$ cat src/hw/rtl/lbs_pkg.sv
// Shared types, constants and saturation helper for the skinning block.
`default_nettype none
package lbs_pkg;

   localparam int DATA_W      = 32;
   localparam int MAT_WORDS   = 12;
   localparam int BONES       = 4;
   localparam int WEIGHT_W    = 17;
   localparam int WEIGHT_FRAC = 16;
   localparam int BONE_W      = 8;
   localparam int ADDR_W      = 12;
   localparam int SLOT_W      = 9;
   localparam int ELEM_W      = 4;
   localparam int QUEUE_DEPTH = 4;
   localparam int QPTR_W      = 2;
   localparam int QCNT_W      = 3;
   localparam int REQ_TDATA_W = 336;
   localparam int RSP_TDATA_W = 192;
   localparam int CSR_ADDR_W  = 3;

   localparam logic [SLOT_W-1:0] SLOT_WORLD  = 9'd256;
   localparam logic [SLOT_W-1:0] SLOT_NORMAL = 9'd257;
   // floor(addr/12) == (addr*2731) >> 15 for every 12-bit addr
   localparam logic [ADDR_W-1:0] DIV12_MUL   = 12'd2731;
   localparam int                DIV12_SHIFT = 15;

   typedef enum logic {
      OP_LOAD   = 1'b0,
      OP_VERTEX = 1'b1
   } opcode_type;

   typedef enum logic {
      REG_SKIN_ENABLE = 1'b0,
      REG_NONE        = 1'b1
   } reg_index_type;

   typedef logic signed [DATA_W-1:0] word_type;

   typedef struct packed {
      logic                  vld;
      logic                  is_vtx;
      logic                  wr_world;
      logic                  wr_normal;
      logic [ELEM_W-1:0]     elem;
      logic [DATA_W-1:0]     value;
   } ctl_type;

   typedef struct packed {
      ctl_type                          ctl;
      logic                             wr_joint;
      logic                             skin;
      logic [SLOT_W-1:0]                slot;
      logic [2:0][DATA_W-1:0]           pos;
      logic [2:0][DATA_W-1:0]           nrm;
      logic [BONES-1:0][BONE_W-1:0]     bone;
      logic [BONES-1:0][WEIGHT_W-1:0]   weight;
      logic [BONES-1:0]                 use_bone;
   } item_type;

   function automatic word_type sat32(input logic signed [67:0] v);
      logic signed [67:0] max_v;
      logic signed [67:0] min_v;
      max_v = 68'sd2147483647;
      min_v = -68'sd2147483648;
      if (v > max_v) begin
         return 32'sh7FFFFFFF;
      end else if (v < min_v) begin
         return 32'sh80000000;
      end
      return v[31:0];
   endfunction

endpackage
`default_nettype wire

$ cat src/hw/rtl/lbs_front.sv
// Front end: splits the request word into fields and classifies it.
`default_nettype none
module lbs_front
   import lbs_pkg::*;
#(
   parameter int JOINT_COUNT = 256
) (
   input  wire logic                   skin_enable,
   input  wire logic [REQ_TDATA_W-1:0] req_data,
   input  wire logic                   req_kind,
   output item_type                    item
);

   logic [ADDR_W-1:0]        addr;
   logic [2*ADDR_W-1:0]      div_prod;
   logic [SLOT_W-1:0]        slot;
   logic [SLOT_W+ELEM_W-1:0] slot_x12;
   logic                     is_vtx;
   logic [31:0]              bones;
   logic [33:0]              w_lo;
   logic [33:0]              w_hi;

   always_comb begin
      addr     = req_data[11:0];
      is_vtx   = (opcode_type'(req_kind) == OP_VERTEX);
      div_prod = addr * DIV12_MUL;
      slot     = div_prod[DIV12_SHIFT +: SLOT_W];
      slot_x12 = 13'(slot) * 13'd12;
      bones    = req_data[267:236];
      w_lo     = req_data[301:268];
      w_hi     = req_data[335:302];

      item.ctl.vld       = 1'b1;
      item.ctl.is_vtx    = is_vtx;
      item.ctl.elem      = ELEM_W'(13'(addr) - slot_x12);
      item.ctl.value     = req_data[43:12];
      item.ctl.wr_world  = !is_vtx && (slot == SLOT_WORLD);
      item.ctl.wr_normal = !is_vtx && (slot == SLOT_NORMAL);
      item.wr_joint      = !is_vtx && (slot < SLOT_W'(JOINT_COUNT));
      item.skin          = skin_enable;
      item.slot          = slot;
      for (int i = 0; i < 3; i++) begin
         item.pos[i] = req_data[44 + 32*i +: 32];
         item.nrm[i] = req_data[140 + 32*i +: 32];
      end
      item.weight[0] = w_lo[16:0];
      item.weight[1] = w_lo[33:17];
      item.weight[2] = w_hi[16:0];
      item.weight[3] = w_hi[33:17];
      for (int k = 0; k < BONES; k++) begin
         item.bone[k]     = bones[8*k +: 8];
         // drop bones when skinning is off, or with zero weight or an index past the joint table
         item.use_bone[k] = skin_enable && (item.weight[k] != '0)
                            && ({1'b0, item.bone[k]} < 9'(JOINT_COUNT));
      end
   end

endmodule
`default_nettype wire

$ cat config.mk
export PLATFORM = sky130hd
export DESIGN_NAME = lbs_front
export DESIGN_NICKNAME = d
export VERILOG_FILES = /design/src/hw/rtl/lbs_pkg.sv /design/src/hw/rtl/lbs_front.sv
export SDC_FILE = /design/constraint.sdc
export NUM_CORES = 1
export LEC_CHECK = 0
export ABC_CLOCK_PERIOD_IN_PS = 7200
export BUFFER_PORTS_ARGS = -buffer_cell sky130_fd_sc_hd__buf_2
export CAP_MARGIN = 20
export CORE_AREA = 10 10 260 262
export DETAILED_ROUTE_END_ITERATION = 16
export DIE_AREA = 0 0 270 272
export SLEW_MARGIN = 20
export SYNTH_ARGS = -nofsm -noshare
export SYNTH_HDL_FRONTEND = slang
export SYNTH_SLANG_ARGS = --single-unit
$ cat constraint.sdc
create_clock -name vclk -period 7.2
set_input_delay 1.08 -clock vclk [all_inputs]
set_output_delay 1.08 -clock vclk [all_outputs]
set_load 0.01 [all_outputs]
# --- Word-level counts from Yosys, hierarchy flattened ---
# Index checks and enable logic that the tools add are counted.
classes:
  n_addsub: 1
  order_cmp: 1
  n_eq_ne: 2
  n_mul: 2
  reduce_logical: 12
op_table:
  columns: ["cell", "n"]
  rows:
  - ["17-bit nonzero test", 4]
  - ["12-bit by 12-bit multiplier with 24-bit output (second input constant)", 1]
  - ["9-bit equality test (second input constant)", 2]
  - ["9-bit less-than comparator (second input constant)", 1]
  - ["9-bit by 2-bit multiplier with 2-bit output (second input constant)", 1]
  - ["1-bit logical AND", 7]
  - ["4-bit subtractor", 1]
  - ["1-bit zero test", 1]
word_totals:
  output_inout_bits: 347
  ff_bits: 0
  input_bits: 338

# --- Depth between registers and ports, before layout ---
# Gate-level depths: netlist of the first run.
logic_depth:
  word_depth: 3
  depth_mapped: 19
  ltp_nobuf: 18

# --- Least setup slack after synthesis of the first run ---
# No wires, ideal clock.
synth_timing:
  kind: "input to output"
  start: "input port req_data[1]"
  end: "output port item[343] (netlist bit)"
  path_buffers: 0
  arrival_time_ns: 5.675
  cell_stages: 18
  path_slack_ns: 0.445
  path_cell_list: "ha_1 -> fa_1 -> inv_1 -> fa_1 -> inv_1 -> fa_1 -> inv_1 -> fa_1 -> inv_1 -> ha_1 -> nand2_1 -> nor3_1 -> a221oi_2 -> o31ai_1 -> xor2_1 -> or4_1 -> nor4_2 -> and2_1"
synth_lines:
  columns: ["element", "line", "text"]
  rows:
  - ["start: declaration", "lbs_front.sv:9", "input wire logic [REQ_TDATA_W-1:0] req_data,"]
  - ["end: declaration", "lbs_front.sv:11", "output item_type item"]

==> summary.txt, run 1 <==
Routing
  – Initial drt markers: 89
  – WL final: 23700 um
  – Top sig layer: met5
  – Post-route ant nets: 0
  – 1st-pass router iterations: 4
  – DRT met1 WL: a little over 6000 um
  – DR WL met3: 4140 um
  – Via count: 3613
  – Routed len/inst: approximately 17 um
  – DRC: 0
  – Met2 WL: between 10000 and 15000 um
  – Drt via density: 2.65

Logic synthesis
  – Largest area contributor in the netlist: buf_4
  – Top-area cell type share of the netlist area: 45.7%
  – Cell count after synthesis: 659
  – Mapped Avg Cell Area: approximately 8 um2
  – Commonest cells post-synth: buf_4 (329), ha_1 (83), inv_1 (79), fa_1 (40), a21oi_1 (14)
  – Post-synthesis cell type count: 41
  – Most common cell in the netlist: buf_4
  – Syn nets: 1120
  – Synth Cell Area: 5410 um2
  – Synth top area cells: buf_4 (46%), ha_1 (19%), fa_1 (15%), inv_1 (5.5%), nor4_1 (1.4%)
  – Register area share after synthesis: 0%
  – Yosys synthesis warning count: 0

Cells and area
  – Seq. cell area: 0 um2
  – Layout fillers: 7362
  – Post-route core utilization: 8.10%
  – Area growth syn-to-layout: -6.32%
  – Layout Nets: 980
  – Number of flip-flops and latches: 0
  – Layout cell share with drive strength beyond 1: between 40% and 50%
  – ANT cells: 0
  – Clk_buf instances: 0
  – Area of the multi-input gates: 2710 um2

STA
  – Hold slack: 2.16 ns
  – Count of final max-slew check failures: 0
  – Final Hold Viols: 0
  – Slew @ Worst Pin: 0.897 ns
  – Worst rel slew slack: ~40%
  – Final WS setup: 0.243 ns
  – RSZ-0062 raised after global routing: false
  – Period Utilization, post-route: 96.6%
  – Final worst path period need: 6.96 ns
  – Highest Clock Rate: 0.144 GHz
  – # setup viols final: 0

Setup path
  – WP data required: 6.12 ns
  – Worst-path maximum fanout: 5
  – CP Capture Type: output pin
  – Startpoint types: input pin
  – Critical path arrival: between 5 and 6 ns
  – Crit Path Category: input pin to output pin

GRT
  – Grt total ovfl: 0
  – Vias in the first global route: 3901
  – Overall routing resource usage: 5.94%
  – Largest net degree at the start of global routing: 9
  – Initial antenna violation count: 7
  – First-pass GRT wire length: 31100 um

Die
  – Height of the die: 272 um
  – Top-level I/O count: ~700
  – Total die area: 73400 um2
  – Area of the core: approximately 63000 um2
  – Initial Utilization: 8.65%
  – Die width: 270 um
  – Std cell rows: 92

Power and ir drop
  – Highest ir drop seen on vdd: 753 uV
  – Power per Cell Area: 317 nW/um2
  – Static Leak: roughly 2.4 nW
  – Total power: 1.60 mW

Placement
  – Routability cong.: ~0.88
  – Place WS: -0.156 ns
  – DP HPWL: 22300 um
  – IO buf count: 172

Min path
  – Hold EP: item[114]
  – Hold WC Path Type: input pin to output pin
  – Hold Crit Depth: 0
  – Worst Hold Launch: req_data[150]

Outcome
  – Status: complete, no violations

Job
  – Max_cap viols: 0
## metrics by stage
| step | std cells | instance area, um2 | TNS, ns |
|---|---|---|---|
| 2_1_floorplan | 659 | 5410 | 0 |
| 5_1_grt | 1363 | 5060 | 0 |
| 4_1_cts | 1363 | 5030 | 0 |
| 6_report | 1363 | 5060 | 0 |
| 3_5_place_dp | 1363 | 4980 | -0.250 |
| 3_3_place_gp | 1363 | 4980 | -0.206 |
## repair_timing
item / CTS / global route
gates cloned: 0 / 0
hold buffers: 0 / 0
gates resized for setup: 7 / 10
pin swaps: 1 / 6
setup endpoints to repair: 2 / 3
buffers inserted: 0 / 0
## routing by layer
| metal | vias to the layer above | GRT usage [%] |
|---|---|---|
| met4 | 4 | 2.93 |
| li1 | 1502 | - |
| met2 | 402 | 11.0 |
| met5 | - | 1.38 |
| met3 | 144 | 4.18 |
| met1 | 1561 | 4.44 |
## cell usage in the layout (no fill, tap or decap), drive strengths merged, types with 2 or more instances in the layout
| cell type | count |
|---|---|
| nor4 | 13 |
| xor2 | 7 |
| xnor2 | 5 |
| and3 | 2 |
| a21oi | 14 |
| a31oi | 2 |
| nand4 | 10 |
| o21bai | 3 |
| and2 | 3 |
| ha | 83 |
| nand2 | 11 |
| inv | 79 |
| fa | 40 |
| nand3 | 5 |
| o41a | 4 |
| a21o | 4 |
| o21ai | 10 |
| nor3 | 2 |
| buf | 190 |
| nor2 | 12 |
| a211oi | 3 |
## worst max-delay path by stage
stage	startpoint	to	slack [ns]	depth (start not counted)
after CTS	req_data[1]	item[344]	0.01	20
after global placement	req_data[1]	item[344]	-0.13	20
after floorplan	req_data[1]	item[343]	0.44	18
after global routing	req_data[1]	item[344]	0.0006	20
final	req_data[1]	item[344]	0.24	20
after detailed placement	req_data[1]	item[344]	-0.16	20
## critical path, stage by stage
cell and delay, ns:
buf_2 0.14, ha_4 0.26, fa_1 0.49, inv_1 0.06, fa_1 0.53, inv_1 0.05
fa_1 0.53, inv_1 0.06, fa_1 0.54, inv_1 0.06, ha_4 0.24, a21oi_2 0.16
o21ai_1 0.10, a221oi_2 0.26, o21bai_1 0.14, xor2_1 0.17, or4_4 0.53, nor4_4 0.17
and2_4 0.20, buf_6 0.10
## layout make-up
cell class / instances / area share, %
inverter: 79 / 5.85
multi-input combinational: 248 / 53.5
timing repair buffer: 190 / 19.8
tap: 846 / 20.9
## report_power, final
group | switching, mW | internal [mW]
Sequential | 0 | 0
Combinational | 0.893 | 0.710
Clock | 0 | 0
Total | 0.893 | 0.710
## logic make-up (layout without fill, tap and decap cells)
group	Yosys count	after routing	share of synthesized area [%]
other	1	1	0.0694
buffers and inverters	411	269	51.4
XOR/XNOR	12	12	1.94
AND/OR/NAND/NOR	61	61	6.06
AO/OA/AOI/OAI	50	50	6.34
multiplexers	1	1	0.185
adder cells (fa/ha/maj)	123	123	34.0
Power figures use the tool's default switching activity.
==> inputs of run 2 (changes only) <==
- CORE_AREA: 10 10 260 262 -> 10 10 258 260
- DIE_AREA: 0 0 270 272 -> 0 0 268 270
==> summary.txt, run 2 (synthesis results as in run 1) <==
STA
  – Worst rel slew slack: 63.9% (was 39.7%)
  – Highest Clock Rate: 0.143 GHz (was 0.144 GHz)
  – Count of final max-slew check failures: 0 (unchanged)
  – Final worst path period need: 6.98 ns (was 6.96 ns)
  – Slew @ Worst Pin: 0.537 ns (was 0.897 ns)
  – # setup viols final: 0 (unchanged)
  – Period Utilization, post-route: 96.9% (was 96.6%)
  – Final Hold Viols: 0 (unchanged)
  – Hold slack: 2.16 ns (unchanged)

Cells and area
  – Clk_buf instances: 0 (unchanged)
  – Seq. cell area: 0 um2 (unchanged)
  – Number of flip-flops and latches: 0 (unchanged)
  – Layout fillers: 7175 (was 7362)
  – Layout Nets: 979 (was 980)
  – Most frequent cells in the layout: buf_2 (171), ha_1 (80), inv_1 (79) (unchanged)
  – Most common cell after layout, fill and taps aside: buf_2 (unchanged)
  – Layout cell share with drive strength beyond 1: 40.1% (was 40.0%)
  – Non-Filler Instances: 1307 (was 1363)
  – Design area: 5000 um2 (was 5060 um2)
  – Post-route core utilization: 8.17% (was 8.10%)
  – Area growth syn-to-layout: -7.43% (was -6.32%)

Die
  – Die width: 268 um (was 270 um)
  – Initial Utilization: 8.83% (was 8.65%)
  – Height of the die: 270 um (was 272 um)
  – Area of the core: 61300 um2 (was 62500 um2)
  – Top-level I/O count: 685 (unchanged)
  – Std cell rows: 91 (was 92)
  – Total die area: 72400 um2 (was 73400 um2)

Power and ir drop
  – Static Leak: 2.42 nW (about the same)
  – Power per Cell Area: 331 nW/um2 (was 317 nW/um2)
  – Highest ir drop seen on vdd: 692 uV (was 753 uV)

Routing
  – DR WL met3: 4530 um (was 4140 um)
  – 1st-pass router iterations: 4 (unchanged)
  – DRC: 0 (unchanged)
  – DRT met1 WL: 5910 um (was 6220 um)
  – Drt via density: 2.75 (was 2.65)
  – Via count: 3597 (was 3613)
  – Routed len/inst: 18.6 um (was 17.4 um)
  – Post-route ant nets: 0 (unchanged)
  – Met2 WL: 11800 um (about the same)
  – Initial drt markers: 88 (was 89)
  – Top sig layer: met5 (unchanged)
  – WL final: 24300 um (was 23700 um)

Setup path
  – WP data required: 6.12 ns (about the same)
  – Worst-path maximum fanout: 5 (unchanged)
  – Startpoint types: input pin (unchanged)
  – Crit Path Category: input pin to output pin (unchanged)
  – CP Capture Type: output pin (unchanged)
  – Critical path arrival: 5.90 ns (was 5.88 ns)

Placement
  – IO buf count: 172 (unchanged)
  – Routability cong.: 0.904 (was 0.879)
  – Placed Cells: 1304 (was 1363)
  – DP HPWL: 22500 um (was 22300 um)
  – Dpl cell area: 4890 um2 (was 4980 um2)

Job
  – Max_cap viols: 0 (unchanged)

Min path
  – Hold WC Path Type: input pin to output pin (unchanged)

GRT
  – Vias in the first global route: 3825 (was 3901)
  – Grt total ovfl: 0 (unchanged)
  – First-pass GRT wire length: 31100 um (about the same)
  – Overall routing resource usage: 6.10% (was 5.94%)
  – Largest net degree at the start of global routing: 9 (unchanged)
  – Initial antenna violation count: 5 (was 7)

Clocking
  – Hold-fix buffers at CTS: 0 (unchanged)

Outcome
  – Status: complete, no violations (unchanged)
[run 2: cell count changes in the layout (fill, tap and decap cells not counted)]
cell,previous run,this run
a211oi_2,0,1
o21ai_2,0,1
nor3_2,1,0
nor3_4,0,1
o21ai_1,3,2
ha_4,2,3
diode_2,0,1
a2111oi_0,0,1
a211oi_1,3,2
a2111oi_2,1,0
buf_6,1,0
ha_2,1,0
[run 2: worst paths after layout]
path,from,endpoint,slack (ns),cells after the start
setup / recovery,req_data[1],item[343],0.22,21
hold / removal,req_data[166],item[130],2.16,0
[run 2: repair_timing]
| action | in CTS | in global routing |
|---|---|---|
| pin swaps | 4 | 4 |
| setup buffers | 0 | 2 |
| endpoints found under the setup margin | 2 | 4 |
| gates resized for setup | 9 | 10 |
[run 2: power breakdown]
part           switching [mW]  internal (mW)    total (mW)
Sequential                  0              0             0
Clock                       0   0.0000000187  0.0000000187
Combinational           0.952          0.702          1.65
Total                   0.952          0.702          1.65
[run 2: area by class of cell]
type,count,area (um2),share of cell area (%)
Multi-Input combinational cell,248,2730,54.5
Timing Repair Buffer,189,991,19.8
Tap cell,790,988,19.7
Inverter,79,297,5.92
Antenna cell,1,2.50,0.0500
[run 2: per-stage QoR]
stage / power (mW) / worst slack [ns] / TNS [ns]
3_3_place_gp: 1.58 / -0.0142 / -0.0142
3_5_place_dp: 1.58 / -0.0795 / -0.0886
6_report: 1.65 / 0.220 / 0
2_1_floorplan: 1.09 / 0.445 / 0
4_1_cts: 1.64 / 0.00685 / 0
5_1_grt: 1.87 / -0.0117 / -0.0117
[run 2: layer usage]
metal / vias up / track usage, %
met3: 144 / 4.18
li1: 1504 / -
met5: - / 0
met1: 1562 / 4.22
met2: 383 / 11.2
met4: 4 / 4.37
[run 2: critical path, cell delays in order]
cell	delay, ns
buf_2	0.12
ha_4	0.24
fa_1	0.49
inv_1	0.06
fa_1	0.54
inv_1	0.06
fa_1	0.53
inv_1	0.06
fa_1	0.54
inv_1	0.07
ha_4	0.30
nand2_4	0.07
nor3_4	0.19
a221oi_2	0.10
buf_4	0.14
o31ai_2	0.23
xor2_1	0.11
or4_4	0.44
nor4_4	0.18
and2_4	0.19
buf_2	0.12
