File: src/hw/rtl/lbs_pkg.sv
// Shared types, constants and saturation helper for the skinning block.
`default_nettype none
package lbs_pkg;

   localparam int DATA_W      = 32;
   localparam int MAT_WORDS   = 12;
   localparam int BONES       = 4;
   localparam int WEIGHT_W    = 17;
   localparam int WEIGHT_FRAC = 16;
   localparam int BONE_W      = 8;
   localparam int ADDR_W      = 12;
   localparam int SLOT_W      = 9;
   localparam int ELEM_W      = 4;
   localparam int QUEUE_DEPTH = 4;
   localparam int QPTR_W      = 2;
   localparam int QCNT_W      = 3;
   localparam int REQ_TDATA_W = 336;
   localparam int RSP_TDATA_W = 192;
   localparam int CSR_ADDR_W  = 3;

   localparam logic [SLOT_W-1:0] SLOT_WORLD  = 9'd256;
   localparam logic [SLOT_W-1:0] SLOT_NORMAL = 9'd257;
   // floor(addr/12) == (addr*2731) >> 15 for every 12-bit addr
   localparam logic [ADDR_W-1:0] DIV12_MUL   = 12'd2731;
   localparam int                DIV12_SHIFT = 15;

   typedef enum logic {
      OP_LOAD   = 1'b0,
      OP_VERTEX = 1'b1
   } opcode_type;

   typedef enum logic {
      REG_SKIN_ENABLE = 1'b0,
      REG_NONE        = 1'b1
   } reg_index_type;

   typedef logic signed [DATA_W-1:0] word_type;

   typedef struct packed {
      logic                  vld;
      logic                  is_vtx;
      logic                  wr_world;
      logic                  wr_normal;
      logic [ELEM_W-1:0]     elem;
      logic [DATA_W-1:0]     value;
   } ctl_type;

   typedef struct packed {
      ctl_type                          ctl;
      logic                             wr_joint;
      logic                             skin;
      logic [SLOT_W-1:0]                slot;
      logic [2:0][DATA_W-1:0]           pos;
      logic [2:0][DATA_W-1:0]           nrm;
      logic [BONES-1:0][BONE_W-1:0]     bone;
      logic [BONES-1:0][WEIGHT_W-1:0]   weight;
      logic [BONES-1:0]                 use_bone;
   } item_type;

   function automatic word_type sat32(input logic signed [67:0] v);
      logic signed [67:0] max_v;
      logic signed [67:0] min_v;
      max_v = 68'sd2147483647;
      min_v = -68'sd2147483648;
      if (v > max_v) begin
         return 32'sh7FFFFFFF;
      end else if (v < min_v) begin
         return 32'sh80000000;
      end
      return v[31:0];
   endfunction

endpackage
`default_nettype wire

File: src/hw/rtl/lbs_queue.sv
// Small word queue between the front end and the compute pipeline.
`default_nettype none
module lbs_queue
   import lbs_pkg::*;
(
   input  wire logic clock,
   input  wire logic reset,
   input  wire logic push,
   input  item_type  push_item,
   output logic      full,
   input  wire logic pop,
   output logic      not_empty,
   output item_type  head_item
);

   item_type            slots_ff [QUEUE_DEPTH];
   logic [QPTR_W-1:0]   head_ff, head_in;
   logic [QPTR_W-1:0]   tail_ff, tail_in;
   logic [QCNT_W-1:0]   count_ff, count_in;
   logic                do_push, do_pop;

   always_comb begin
      full      = (count_ff == QCNT_W'(QUEUE_DEPTH));
      not_empty = (count_ff != '0);
      head_item = slots_ff[head_ff];
      do_push   = push && !full;
      do_pop    = pop && not_empty;
      head_in   = do_pop ? head_ff + 1'b1 : head_ff;
      tail_in   = do_push ? tail_ff + 1'b1 : tail_ff;
      count_in  = count_ff + QCNT_W'(do_push) - QCNT_W'(do_pop);
   end

   always_ff @(posedge clock) begin
      if (reset) begin
         head_ff  <= '0;
         tail_ff  <= '0;
         count_ff <= '0;
      end else begin
         head_ff  <= head_in;
         tail_ff  <= tail_in;
         count_ff <= count_in;
      end
   end

   always_ff @(posedge clock) begin
      if (do_push) begin
         slots_ff[tail_ff] <= push_item;
      end
   end

endmodule
`default_nettype wire

File: config.mk
export PLATFORM = sky130hd
export DESIGN_NAME = lbs_queue
export DESIGN_NICKNAME = d
export VERILOG_FILES = /design/src/hw/rtl/lbs_pkg.sv /design/src/hw/rtl/lbs_queue.sv
export SDC_FILE = /design/constraint.sdc
export NUM_CORES = 1
export LEC_CHECK = 0
export ABC_CLOCK_PERIOD_IN_PS = 13000
export BUFFER_PORTS_ARGS = -buffer_cell sky130_fd_sc_hd__clkbuf_2
export CAP_MARGIN = 20
export CORE_ASPECT_RATIO = 0.75
export CORE_MARGIN = 3
export CORE_UTILIZATION = 55
export DETAILED_ROUTE_END_ITERATION = 10
export GPL_TIMING_DRIVEN = 0
export HOLD_SLACK_MARGIN = 0.06
export PLACE_DENSITY = 0.79
export SLEW_MARGIN = 20
export SYNTH_ARGS = -nofsm -noshare
export SYNTH_HDL_FRONTEND = slang
export SYNTH_SLANG_ARGS = --single-unit
File: constraint.sdc
create_clock -name clock -period 13 [get_ports clock]
set_input_delay 1.3 -clock clock [delete_from_list [all_inputs] [get_ports clock]]
set_output_delay 1.3 -clock clock [all_outputs]
set_load 0.05 [all_outputs]
---- After elaboration in Yosys (flattened, before gate mapping) ----
Memory sizes are Yosys's and may differ from the RTL's. A register that Yosys moved wholly into a read port is not among the register bits.
Index checks and enable logic that the tools add are counted.
word-level totals
  memories ................................ 1
  flip-flop bits (word level) ............. 7
  memory bits (writable) .................. 1,388
  bits of input ports ..................... 351
  word-level logic and storage cells ...... 17
  output and inout bits ................... 349
memories
  name      depth  width  rd ports  clocked after Yosys merged registers in  write ports  line             RTL
  slots_ff  4      347    1         1                                        1            lbs_queue.sv:16  item_type slots_ff [QUEUE_DEPTH];
cells by class
  reduce and logical (&&, ||, !) cells .... 4
  $add $sub $neg .......................... 4
  multiplexer cells ....................... 4
  eq/ne operators ......................... 1
operators by type and width
  cell                 number
  $add 2x1->2 const B  2
  $mux 2               2
  $add 3x1->3          1
  $eq 3x3->1 const B   1
  $reduce_bool 3->1    1
  $sub 3x1->3          1
  $logic_and 1x1->1    2
  $mux 1               2
  $logic_not 1->1      1

---- Logic depth before layout (Yosys ltp) ----
Gate-level depths: netlist of run 1.
  depth in word-level cells ............... 5
  depth in mapped cells ................... 11
  gate-level depth less buffers ........... 11

---- Least setup slack after synthesis of run 1 ----
Ideal clock, no wire load.
  path kind ............................... input to register
  from .................................... input port push
  to ...................................... memory slots_ff[0][0] in the netlist's numbering (enable)
  arrival ................................. 9.477 ns
  cell stages on the path ................. 3
  slack ................................... 2.769 ns
  buffers on the path ..................... 0
  setup time .............................. 0.754 ns
  data required time ...................... 12.246 ns
  path through ............................ inv_1 -> nor2_1 -> and2_1
between the ends
  word-level cells in the longest chain between the ends .. 3
ends and longest elaborated chain
  element                       line             RTL
  from (decl)                   lbs_queue.sv:8   input wire logic push,
  $logic_and 1x1->1             lbs_queue.sv:26  do_push = push && !full;
  $mux 1                        lbs_queue.sv:46  if (do_push) begin
  $mux 1 (not written as such)  lbs_queue.sv:47  slots_ff[tail_ff] <= push_item;
  to (decl)                     lbs_queue.sv:16
Every way passes these cells.

==> impl_metrics.tcl, run 1 <==
set metrics [dict create \
    status "finished clean" \
    switching_share_pct 35.5 \
    numClockSinks 1397 \
    crit_fanout 10 \
    fin_area_um2 60500 \
    firstDrtPassIters 5 \
    maxClockFrequency_mhz 221 \
    p_per_area_nw_per_um2 224 \
    comb_power_share_pct 33.6 \
    avgSynthCellArea_um2 27.3 \
    core_um2 90700 \
    drive_gt1_share_pct 46.6 \
    cp-start-kind "register" \
    yosys-top-cells-area "edfxtp_1 (82%), mux4_2 (15%), buf_12 (1.4%), dfxtp_1 (0.35%), buf_2 (0.34%)" \
    clockPowerShare_pct 25.2 \
    dieArea_um2 96300 \
    rows 95 \
    min_period_over_period_pct 34.8 \
    synthCells 1862 \
    cp_common_cell "buf_2" \
    grt_util_met2_pct 40.6 \
    post_cts_resized 0 \
    synthTopCellsByCount "edfxtp_1 (1388), mux4_2 (347), buf_12 (36)" \
    leakage_nw 20.3 \
    cts_root_buf "clkbuf_16" \
    finalWorstSetupSlack_ns 8.47 \
    ys.flop_type "edfxtp_1" \
    worst_setup_path_end_kind "primary output" \
    dieHeight_um 269 \
    num_vias 23800 \
    yosys_warnings 0 \
    ys_seq_area_share_pct 82.2 \
    grt_pass1_vias 25100 \
    grt_util_met1_pct 29.6 \
    pin_count 700 \
    drtAntennaViolNets 0 \
    clkLatencyLatePin_ns 0.72 \
    dp_slack_ns 8.86 \
    n_fill_cell 5417 \
    relSlewSlack_pct 41.5 \
    drc 0 \
    power.switching_w 0.00480 \
    place_area_um2 56700 \
    finalSetupViolations 0 \
    final-hold-violation-count 0 \
    grt_pass1_wl_um 168000 \
    ys_types 26 \
    cts_buffers 120 \
    ir_drop_mv 0.177 \
    ys_async_sr_fraction_pct 0 \
    clkTransAtPathRegs_ns 0.07 \
    finalPower_w 0.0135 \
    gr-usage-all-layers_pct 23.9 \
    use_met3_pct 7.54 \
    rsz0062_at_grt "no" \
    critPathMaxStageDelay_ns 0.70 \
    drtIter0Drc 2550 \
    cap_violations 0 \
    yosysTopAreaCellShare_pct 81.9 \
    cts_htree_levels 3 \
    syn_to_final_growth_pct 18.8 \
    postCtsHoldBufs 0 \
    nets 3070 \
    gp_congestion 0.779 \
    grt_max_degree 51 \
    holdWs_ns 0.548 \
    seqPwrFrac_pct 41.2 \
    synth_seq_cells 1397 \
    cts_tree "built" \
    netlist_area_um2 50900 \
    min_path_type "register to register" \
    crit_type "register to primary output" \
    syn_nets 2220 \
    maxSlewViolCount 0 \
    critPathSlowestCell "clkbuf_1" \
    dp_hpwl_um 73500 \
    skew_ns 0.0303 \
    ctsLongestPathBuffers 3 \
    busiest_layer "met2" \
    gr-total-overflow 0 \
    fp.dieW_um 357 \
    synth_most_common_cell "edfxtp_1" \
    routed_wl_um 115000 \
    arrival_ns 3.23 \
    worstMarginPinSlew_ns 0.878 \
    antenna_found_initial 29 \
    io_buffers 698 \
    vias_per_cell 5.88 \
    wire_per_inst_um 28.4 \
    synth_edf_count 1388 \
    post_cts_buffers 0 \
    synth_top_area_cell "edfxtp_1" \
    path_cells "buf_2 > clkbuf_1 > buf_2 > mux4_2 > clkbuf_2" \
    cp.required_ns 11.70 \
    period_needed_ns 4.53 \
    initial_core_util_pct 56.1 \
    p_int_w 0.00872 \
]
layer usage:
metal | routed length, µm | vias up
met4 | 3340 | 22
met2 | 60300 | 1193
li1 | - | 9881
met3 | 11600 | 226
met5 | 154 | -
met1 | 39300 | 12400
final timing paths:
kind                from                to  slack [ns]  cells past startpoint
max             register     head_item[12]        8.47                      5
min           tail_ff[1]        tail_ff[1]        0.55                      2
max reg2reg  count_ff[1]  slots_ff[2][196]        9.65                      7
min reg2reg   tail_ff[1]        tail_ff[1]        0.55                      2
power by group through the flow:
stage / Combinational [W] / Sequential, W / Clock (W)
2_1_floorplan: 0.00339 / 0.00580 / 0
3_3_place_gp: 0.00441 / 0.00594 / 0
3_5_place_dp: 0.00456 / 0.00565 / 0
4_1_cts: 0.00460 / 0.00557 / 0.00347
5_1_grt: 0.00473 / 0.00560 / 0.00364
6_report: 0.00454 / 0.00557 / 0.00341
placed cells by master (no fill, tap or decap), drive strengths merged, types with 2 or more instances in the layout:
cell / synthesis / routed
diode: 0 / 20
nand2b: 2 / 2
ha: 6 / 6
edfxtp: 1388 / 1388
mux4: 347 / 347
buf: 74 / 104
nor2: 6 / 6
dfxtp: 9 / 9
clkinv: 0 / 52
xor2: 2 / 2
clkinvlp: 0 / 4
inv: 6 / 8
bufinv: 0 / 7
clkbuf: 5 / 860
and2: 5 / 5
or3: 2 / 2
through the flow:
step | utilization, % | std cells | setup TNS, ns
floorplan | - | 1862 | 0
global placement | 61.7 | 3772 | -3712.00
detailed placement | 62.5 | 3802 | 0
CTS | 66.6 | 4024 | 0
global route | 66.7 | 4037 | 0
finish | 66.7 | 4044 | 0
kinds of logic (layout without fill, tap and decap cells):
group | Yosys count | in the layout | share of synthesized area [%]
AOI/OAI and AO/OA | 4 | 4 | 0.0541
xor gates and xnor gates | 3 | 3 | 0.0516
adders and majority gates | 7 | 7 | 0.187
buffers and inverters | 85 | 1035 | 1.91
DFF | 1397 | 1397 | 82.2
muxes | 348 | 348 | 15.4
other | 0 | 20 | 0
and+or+nand+nor | 18 | 18 | 0.192
area by class of cell:
| class | count | area, µm² | share of cell area, % |
|---|---|---|---|
| clock inverter | 65 | 523 | 0.865 |
| multi-input combinational | 380 | 8080 | 13.4 |
| inverter | 6 | 22.5 | 0.0372 |
| sequential | 1397 | 41900 | 69.2 |
| tap | 1212 | 1520 | 2.51 |
| buffer | 79 | 948 | 1.57 |
| clock buffer | 157 | 3210 | 5.30 |
| timing repair buffer | 728 | 4270 | 7.06 |
| antenna | 20 | 50.0 | 0.0828 |
flip-flops by register name, summed over array words and instances, names as in the netlist, named ones only:
register	cells
head_ff	2
tail_ff	2
slots_ff	1388
count_ff	3
critical path, delay by kind of cell, from the launching register on:
kind                   cells  cell delay [ns]
multiplexers               1             0.39
buffers and inverters      4             1.78
flip-flops                 1             0.33
No activity file was read; power rests on OpenSTA's default activity.
==> run 2, diff against run 1 <==
--- a/config.mk
+++ b/config.mk
@@ -5,7 +5,7 @@
 export SDC_FILE = /design/constraint.sdc
 export NUM_CORES = 1
 export LEC_CHECK = 0
-export ABC_CLOCK_PERIOD_IN_PS = 13000
+export ABC_CLOCK_PERIOD_IN_PS = 4300
 export BUFFER_PORTS_ARGS = -buffer_cell sky130_fd_sc_hd__clkbuf_2
 export CAP_MARGIN = 20
 export CORE_ASPECT_RATIO = 0.75
==> constraint.sdc (replaced) <==
create_clock -name clock -period 4.3 [get_ports clock]
set_input_delay 0.43 -clock clock [delete_from_list [all_inputs] [get_ports clock]]
set_output_delay 0.43 -clock clock [all_outputs]
set_load 0.05 [all_outputs]
==> impl_metrics.tcl, run 2 (synthesis results as in run 1) <==
set metrics [dict create \
    grt_pass1_wl_um 188000 \
    rows 95 \
    finalSetupViolations 0 \
    comb_power_share_pct 33.7 \
    pin_count 700 \
    seqPwrFrac_pct 40.2 \
    dp_slack_ns 1.01 \
    drive_gt1_share_pct 42.1 \
    syn_to_final_growth_pct 26.1 \
    min_to "tail_ff[0]" \
    num_vias 26000 \
    io_buffers 698 \
    post_cts_buffers 0 \
    maxClockFrequency_mhz 282 \
    antenna_found_initial 14 \
    core_um2 90700 \
    dieHeight_um 269 \
    final_common_cell "edfxtp_1" \
    clkTransAtPathRegs_ns 0.06 \
    cts_buffers 121 \
    numClockSinks 1397 \
    worst_setup_path_end_kind "primary output" \
    min_period_over_period_pct 82.6 \
    cts_tree "built" \
    reg2regPathDepth 7 \
    finalPower_w 0.0420 \
    place_area_um2 56700 \
    period_needed_ns 3.55 \
    hp-start "push" \
    grt_pass1_vias 27700 \
    regToRegSetupSlack_ns 0.97 \
    r2r_start "count_ff[1]" \
    leakage_nw 21.9 \
    dieArea_um2 96300 \
    min_path_type "input pin to register" \
    largest_reg_flops 1388 \
    hold_path_depth 4 \
    r2r_end "slots_ff[3][16]" \
    cp.required_ns 3.87 \
    vias_per_cell 5.92 \
    wire_per_inst_um 29.0 \
    fin_cells 4393 \
    p_per_area_nw_per_um2 654 \
    crit_type "register to primary output" \
    p_int_w 0.0270 \
    grt_max_degree 50 \
    gp_congestion 0.780 \
    regMostFlops "slots_ff" \
    drtAntennaViolNets 0 \
    maxSlewViolCount 0 \
    nets 3420 \
    finalWorstSetupSlack_ns 0.749 \
    clkLatencyLatePin_ns 0.69 \
    clockPowerShare_pct 26.0 \
    final-hold-violation-count 0 \
    switching_share_pct 35.7 \
    relSlewSlack_pct 39.0 \
    rsz0062_at_grt "no" \
    routed_wl_um 128000 \
    placedCellCount 3803 \
    drc 0 \
    reg_top3 "slots_ff (1388), count_ff (3)" \
    mostFrequentLayoutCells "edfxtp_1 (1388), clkbuf_2 (698), dlygate4sd3_1 (348), mux4_2 (347), clkbuf_16 (121)" \
    arrival_ns 3.12 \
    cts_htree_levels 3 \
    ir_drop_mv 0.552 \
    gr-total-overflow 0 \
    ctsLongestPathBuffers 3 \
    cp-start-kind "register" \
    crit_fanout 10 \
    drtIter0Drc 2880 \
    cts_root_buf "clkbuf_16" \
    initial_core_util_pct 56.1 \
    power.switching_w 0.0150 \
    fp.dieW_um 357 \
    firstDrtPassIters 5 \
    dp_hpwl_um 72200 \
    fin_area_um2 64200 \
    status "finished clean" \
    gr-usage-all-layers_pct 26.6 \
    cap_violations 0 \
    skew_ns 0.0353 \
    worstMarginPinSlew_ns 0.916 \
]
run 2: cell count changes in the layout (fill, tap and decap cells not counted), sizes merged:
cell	delta
clkbuf	-8
bufinv	+6
inv	+2
clkinv	+5
dlygate4sd3	+348
buf	+1
clkinvlp	-2
diode	-3
run 2: timing repair:
action,4_1_cts,5_1_grt
hold buffers,348,0
resized for setup,0,0
endpoints found under the hold margin,1390,0
run 2: cell type report:
| type | count | area, µm² |
|---|---|---|
| diodes | 17 | 42.5 |
| plain buffers | 79 | 948 |
| clock buffers | 149 | 3170 |
| clock inverters | 76 | 772 |
| fillers | 4924 | 26500 |
| inverters | 6 | 22.5 |
| multi-input cells | 380 | 8080 |
| flip-flops and latches | 1397 | 41900 |
| well taps | 1212 | 1520 |
| repair buffers | 1077 | 7760 |
run 2: power groups by stage:
stage / logic, W / registers (W) / clock network, W
after detailed placement: 0.0137 / 0.0171 / 0
after CTS: 0.0141 / 0.0168 / 0.0110
after global placement: 0.0133 / 0.0174 / 0
after global routing: 0.0147 / 0.0170 / 0.0116
final: 0.0141 / 0.0169 / 0.0109
after floorplan: 0.0103 / 0.0172 / 0
run 2: how the worst max path moves through the flow:
stage / startpoint / to / slack, ns
floorplan: count_ff[1] / slots_ff[0][0] / -1.43
global placement: push / slots_ff[0][16] / -4.19
detailed placement: push / slots_ff[3][16] / 1.01
CTS: register / head_item[185] / 0.58
global route: register / head_item[185] / 0.55
finish: register / head_item[283] / 0.75
run 2: critical path, cell delays in order (launching register included):
cell and delay, ns:
dfxtp_1 0.31, buf_2 0.22, clkbuf_1 0.71, buf_2 0.49, mux4_2 0.43, clkbuf_2 0.29
run 2: per-stage QoR:
step | TNS, ns | hold slack (ns) | utilization, %
floorplan | -1987.85 | 0.482 | -
global placement | -5721.13 | 0.501 | 61.7
detailed placement | 0 | 0.521 | 62.5
CTS | 0 | 0.101 | 70.7
global route | 0 | 0.185 | 70.7
finish | 0 | 0.189 | 70.8
run 2: metal layers:
| metal | share of wire [%] | up-vias | GRT usage (%) |
|---|---|---|---|
| li1 | - | 10600 | - |
| met1 | 34 | 13600 | 32.8 |
| met2 | 54 | 1566 | 46.8 |
| met3 | 8.6 | 270 | 5.93 |
| met4 | 3.7 | 2 | 8.93 |
| met5 | 0.0071 | - | 0 |
